`src/btr_pkg.sv`:
```
`timescale 1ns / 1ps
// bitmap text renderer: shared types and constants
// used by btr_ctrl, btr_datapath and bitmap_text_renderer; no dependencies
package btr_pkg;

	localparam int CFG_W = 25;
	localparam int CFG_IDX_W = 3;
	localparam logic [7:0] NEWLINE_CODE = 8'd10;
	localparam logic [12:0] COORD_CAP = 13'd4096;

	typedef enum logic [CFG_IDX_W-1:0] {
		REG_ORIGIN_X = 3'd0,
		REG_ORIGIN_Y = 3'd1,
		REG_IMAGE_WIDTH = 3'd2,
		REG_IMAGE_HEIGHT = 3'd3,
		REG_KERNING = 3'd4,
		REG_FG_COLOR = 3'd5,
		REG_BG_COLOR = 3'd6
	} reg_idx_t;

	typedef enum logic {
		CMD_LOAD = 1'b0,
		CMD_DRAW = 1'b1
	} command_t;

	typedef enum logic [1:0] {
		ST_CLEAR,
		ST_IDLE,
		ST_FETCH,
		ST_EMIT
	} state_t;

	// controller to datapath
	typedef struct packed {
		logic clear;
		logic accept;
		logic fetch;
		logic emit;
	} ctrl_cmd_t;

	// datapath to controller
	typedef struct packed {
		logic clear_done;
		logic is_glyph;
		logic fetch_done;
		logic slot_free;
		logic pix_last;
	} dp_status_t;

endpackage

```
`src/btr_ctrl.sv`:
```
`timescale 1ns / 1ps
// bitmap text renderer: sequencing state machine
// depends on btr_pkg
module btr_ctrl (
	input  logic                  clk,
	input  logic                  arst_n,
	input  logic                  in_valid,
	output logic                  in_ready,
	input  btr_pkg::dp_status_t   sts,
	output btr_pkg::ctrl_cmd_t    cmd
);

	btr_pkg::state_t state_q;
	btr_pkg::state_t state_d;

	always_ff @(posedge clk or negedge arst_n) begin
		if (!arst_n) begin
			state_q <= btr_pkg::ST_CLEAR;
		end else begin
			state_q <= state_d;
		end
	end

	always_comb begin
		state_d = state_q;
		unique case (state_q)
			btr_pkg::ST_CLEAR: begin
				if (sts.clear_done) state_d = btr_pkg::ST_IDLE;
			end
			btr_pkg::ST_IDLE: begin
				if (in_valid && sts.is_glyph) state_d = btr_pkg::ST_FETCH;
			end
			btr_pkg::ST_FETCH: begin
				if (sts.fetch_done) state_d = btr_pkg::ST_EMIT;
			end
			btr_pkg::ST_EMIT: begin
				if (sts.slot_free && sts.pix_last) state_d = btr_pkg::ST_IDLE;
			end
			default: state_d = btr_pkg::ST_CLEAR;
		endcase
	end

	always_comb begin
		cmd = '0;
		in_ready = 1'b0;
		unique case (state_q)
			btr_pkg::ST_CLEAR: cmd.clear = 1'b1;
			btr_pkg::ST_IDLE: begin
				in_ready = 1'b1;
				cmd.accept = in_valid;
			end
			btr_pkg::ST_FETCH: cmd.fetch = 1'b1;
			btr_pkg::ST_EMIT: cmd.emit = sts.slot_free;
			default: cmd = '0;
		endcase
	end

endmodule

```
`config.mk`:
```
export PLATFORM = sky130hd
export DESIGN_NAME = btr_ctrl
export DESIGN_NICKNAME = d
export VERILOG_FILES = /design/src/btr_pkg.sv /design/src/btr_ctrl.sv
export SDC_FILE = /design/constraint.sdc
export NUM_CORES = 1
export LEC_CHECK = 0
export ABC_AREA = 1
export BUFFER_PORTS_ARGS = -buffer_cell sky130_fd_sc_hd__clkbuf_2
export CAP_MARGIN = 20
export CORE_AREA = 4 4 41 43
export DETAILED_ROUTE_END_ITERATION = 16
export DIE_AREA = 0 0 45 47
export GPL_TIMING_DRIVEN = 0
export MAX_ROUTING_LAYER = met4
export PLACE_DENSITY = 0.47
export SLEW_MARGIN = 20
export SYNTH_ARGS = -nofsm -noshare
export SYNTH_HDL_FRONTEND = slang
export SYNTH_SLANG_ARGS = --single-unit
```
`constraint.sdc`:
```
create_clock -name clk -period 1 [get_ports clk]
set_input_delay 0.05 -clock clk [delete_from_list [all_inputs] [get_ports clk]]
set_output_delay 0.05 -clock clk [all_outputs]
set_load 0.05 [all_outputs]
```
Yosys cells after proc, flatten, opt, wreduce, memory -nomap -nowiden
Cells that the tools add are included.
W data, S select, Z words.

cells by class
  equal/unequal tests = 7
  muxes and demuxes = 10
  reduce and logical (&&, ||, !) cells = 4

operators by type and width
  operator              number
  $mux W2               4
  $ne A2 B2 Y1 const B  4
  $pmux W2 S4           1
  $mux W1               5
  $eq A2 B2 Y1 const B  2
  $reduce_and A4 Y1     1
  $eq A2 B1 Y1 const B  1
  $logic_and A1 B1 Y1   2
  $logic_not A2 Y1      1

word-level totals
  register bits after elaboration = 2
  input bits = 8
  output and inout bits = 5
  word-level logic and storage cells = 22

Longest topological paths before layout
  depth after elaboration = 3
  depth in mapped cells = 7
  mapped depth without buffers = 7

Worst setup path before layout
Ideal clock, no wire load.

  path type = register to output
  start = register state_q[1]
  end = output cmd[2] in the netlist's numbering
  arrival time = 1.409 ns
  required time = 0.950 ns
  setup slack = -0.459 ns
  cell stages (with the launch flop) = 5
  path buffers = 0
  cell sequence = dfrtp_1 -> inv_1 -> ha_1 -> nand2_1 -> inv_1

RTL lines
  element                 line            source
  from (decl)             btr_ctrl.sv:13  btr_pkg::state_t state_q;
  from (signal assigned)  btr_ctrl.sv:18  state_q <= btr_pkg::ST_CLEAR;
  from (signal assigned)  btr_ctrl.sv:20  state_q <= state_d;
  to (decl)               btr_ctrl.sv:10  output btr_pkg::ctrl_cmd_t cmd

==> flow_summary.ini <==
[outcome]
status = finished, violations left
failed_checks = negative setup slack

[global_routing]
grt_max_degree = 5
grt_usage_pct = 7.096
antenna_found_initial = 0
grt_pass1_vias = 254
overflow = 0
grt_pass1_wl_um = 979

[die]
ios = 13
rows = 13
die_h_um = 47
fp.dieArea_mm2 = 0.002115
start_util_pct = 16.92
core_area_mm2 = 0.001301
die_w_um = 45

[timing]
tns_ns = -1.121
fmax_ghz = 0.8192
finalHoldViolCount = 0
setup_violations = 7
min_period_over_period_pct = 122.1
slew_headroom_pct = 91.72
period_needed_ns = 1.221
tightest_slew_ns = 0.1242
skew_ns = 0.0009311
whs_ns = 0.1459
worst_slack_ns = -0.2208
rsz0062_at_grt = true
slew_violations = 0

[cells_and_area]
n_fill_cell = 134
nNetsFinal = 66
largest_reg_flops = 2
final_common_cell = nand2_1
top_register = state_q
finish.instance_area_um2 = 514.2
regArea_um2 = 51.30
area_growth_pct = 133.5
n_antenna_cell = 0
final_cell_mix = nand2_1 (8), clkbuf_2 (7), inv_1 (4)
multi_input_area_um2 = 206.4
reg_top3 = state_q: 2 flops
drive_gt1_share_pct = 66.67

[cts]
clk-insertion-delay-late_ns = 0.22
cts_max_level = 1
clock_path_buffers = 2
cts.sinks = 2
clk_pin_slew_worst_paths_ns = 0.03
cts_tree = done
numCtsBuffers = 3
ctsRootBufferMaster = clkbuf_4

[yosys]
ys.warnings.count = 0
ys_seq_elements = 2
synthAdderAreaFrac_pct = 28.41
synth_top_area_cell = ha_1
syn_nets = 44
synth.area.mux_share_pct = 0
yosysTopAreaCellShare_pct = 28.41
syn_inst = 31
synth_area_per_cell_um2 = 7.104
yosysUniqueCellTypes = 7
synth-simple-area-share_pct = 30.11
synth_top_family_by_area = simple AND/OR/NAND/NOR gates
seq_area_frac_synth_pct = 22.73
synthXorXnorAreaFrac_pct = 0
netlist_area_um2 = 220.2
yosys-top-cells-area = ha_1 (28%), dfrtp_1 (23%), nand2_1 (19%)
synth_compound_area_share_pct = 6.818

[routing]
first_pass_iters = 1
drt-wirelength-per-cell_um = 8.212
drtIter0Drc = 0
wirelength_um = 542
antenna_left = 0
via_count = 238
via_per_inst = 3.606
post-route-drc-count = 0

[placed_design]
place_area_um2 = 345.3
pre_cts_ws_ns = -0.1656
place_hpwl_um = 386.5
port_buffers = 12
gp_congestion = 0.6951

[worst_setup_path]
end_kind = output pin
cp.required_ns = 0.95
max_stage_delay_ns = 0.39
cp_max_fo = 3
startpoint_type = register
critPathSlowestCell = dfrtp_1
path_class = register to output pin
critical_path_buf_inv_count = 3
arrival_ns = 1.17
crit_family = flip-flops
worstPathCellList = inv_2 > ha_4 > nand2_4 > clkinvlp_4 > clkbuf_16

[pwr]
leakage_nw = 0.2684
power_w = 0.001850
irDropWorstVdd_mv = 1.171
power_per_cell_area_mw_per_mm2 = 3598

[flow_run]
cap_violations = 0

[min_path]
worst_hold_path_type = input port to async pin
[area by class of cell]
cell class	instances	area share, %
timing repair buffer	17	36.01
clock buffer	3	4.380
inverter	7	5.839
multi-input combinational	22	40.15
sequential	2	9.976
tap	15	3.650
[through the flow]
step,utilization [%],std cells
after global placement,26.54,58
after CTS,38.08,66
after detailed placement,26.54,58
final,39.52,66
after global routing,39.52,66
after floorplan,-,31
[synthesized netlist by cell type (all sizes together)]
master / n
inv: 7
nand2: 14
dfrtp: 2
nor2: 1
ha: 5
o21bai: 2
[per-layer routing]
metal	wire (um)	vias to the layer above	GRT usage (%)
met5	0	-	-
met3	8	0	2.299
li1	-	130	-
met2	355	2	12.15
met1	178	106	5.909
met4	0	0	7.018
[final timing paths]
check / from / cells past startpoint / endpoint / slack [ns]
worst max-delay path: state_q[1] / 5 / cmd[2] / -0.22
worst min-delay path: arst_n / 2 / state_q[0] / 0.15
worst max register to register: state_q[1] / 7 / state_q[1] / -0.18
worst min register to register: state_q[0] / 4 / state_q[0] / 0.73
max in group asynchronous: arst_n / 2 / state_q[0] / 0.75
min in group clk: sts[4] / 6 / state_q[0] / 0.23
[worst register-to-register path: cells and delay by family (launching register included)]
kind                     cells  cell delay [ns]
flip-flops                   1             0.37
AND/OR/NAND/NOR              3             0.18
adder cells (fa/ha/maj)      1             0.16
AO/OA/AOI/OAI                1             0.14
buffers and inverters        2             0.21
[what timing repair did]
action	4_1_cts	5_1_grt
pin swaps	7	2
endpoints found under the hold margin	2	0
resized for setup	16	6
hold buffers	1	0
gates cloned	0	0
setup endpoints to repair	7	7
setup buffers	4	0
[cell families after synthesis]
family / after synthesis
DFF: 2
AOI/OAI and AO/OA: 2
adders and majority gates: 5
and+or+nand+nor: 15
buffers and inverters: 7
[report_power, final]
| group | switching [W] | leakage (nW) | total (W) | internal [W] |
|---|---|---|---|---|
| Sequential | 0.0000571 | 0.0228 | 0.000189 | 0.000132 |
| Combinational | 0.000758 | 0.232 | 0.00148 | 0.000726 |
| Clock | 0.0000441 | 0.0138 | 0.000176 | 0.000132 |
| Total | 0.000859 | 0.268 | 0.00185 | 0.000991 |
(Power assumes the default switching activity.)
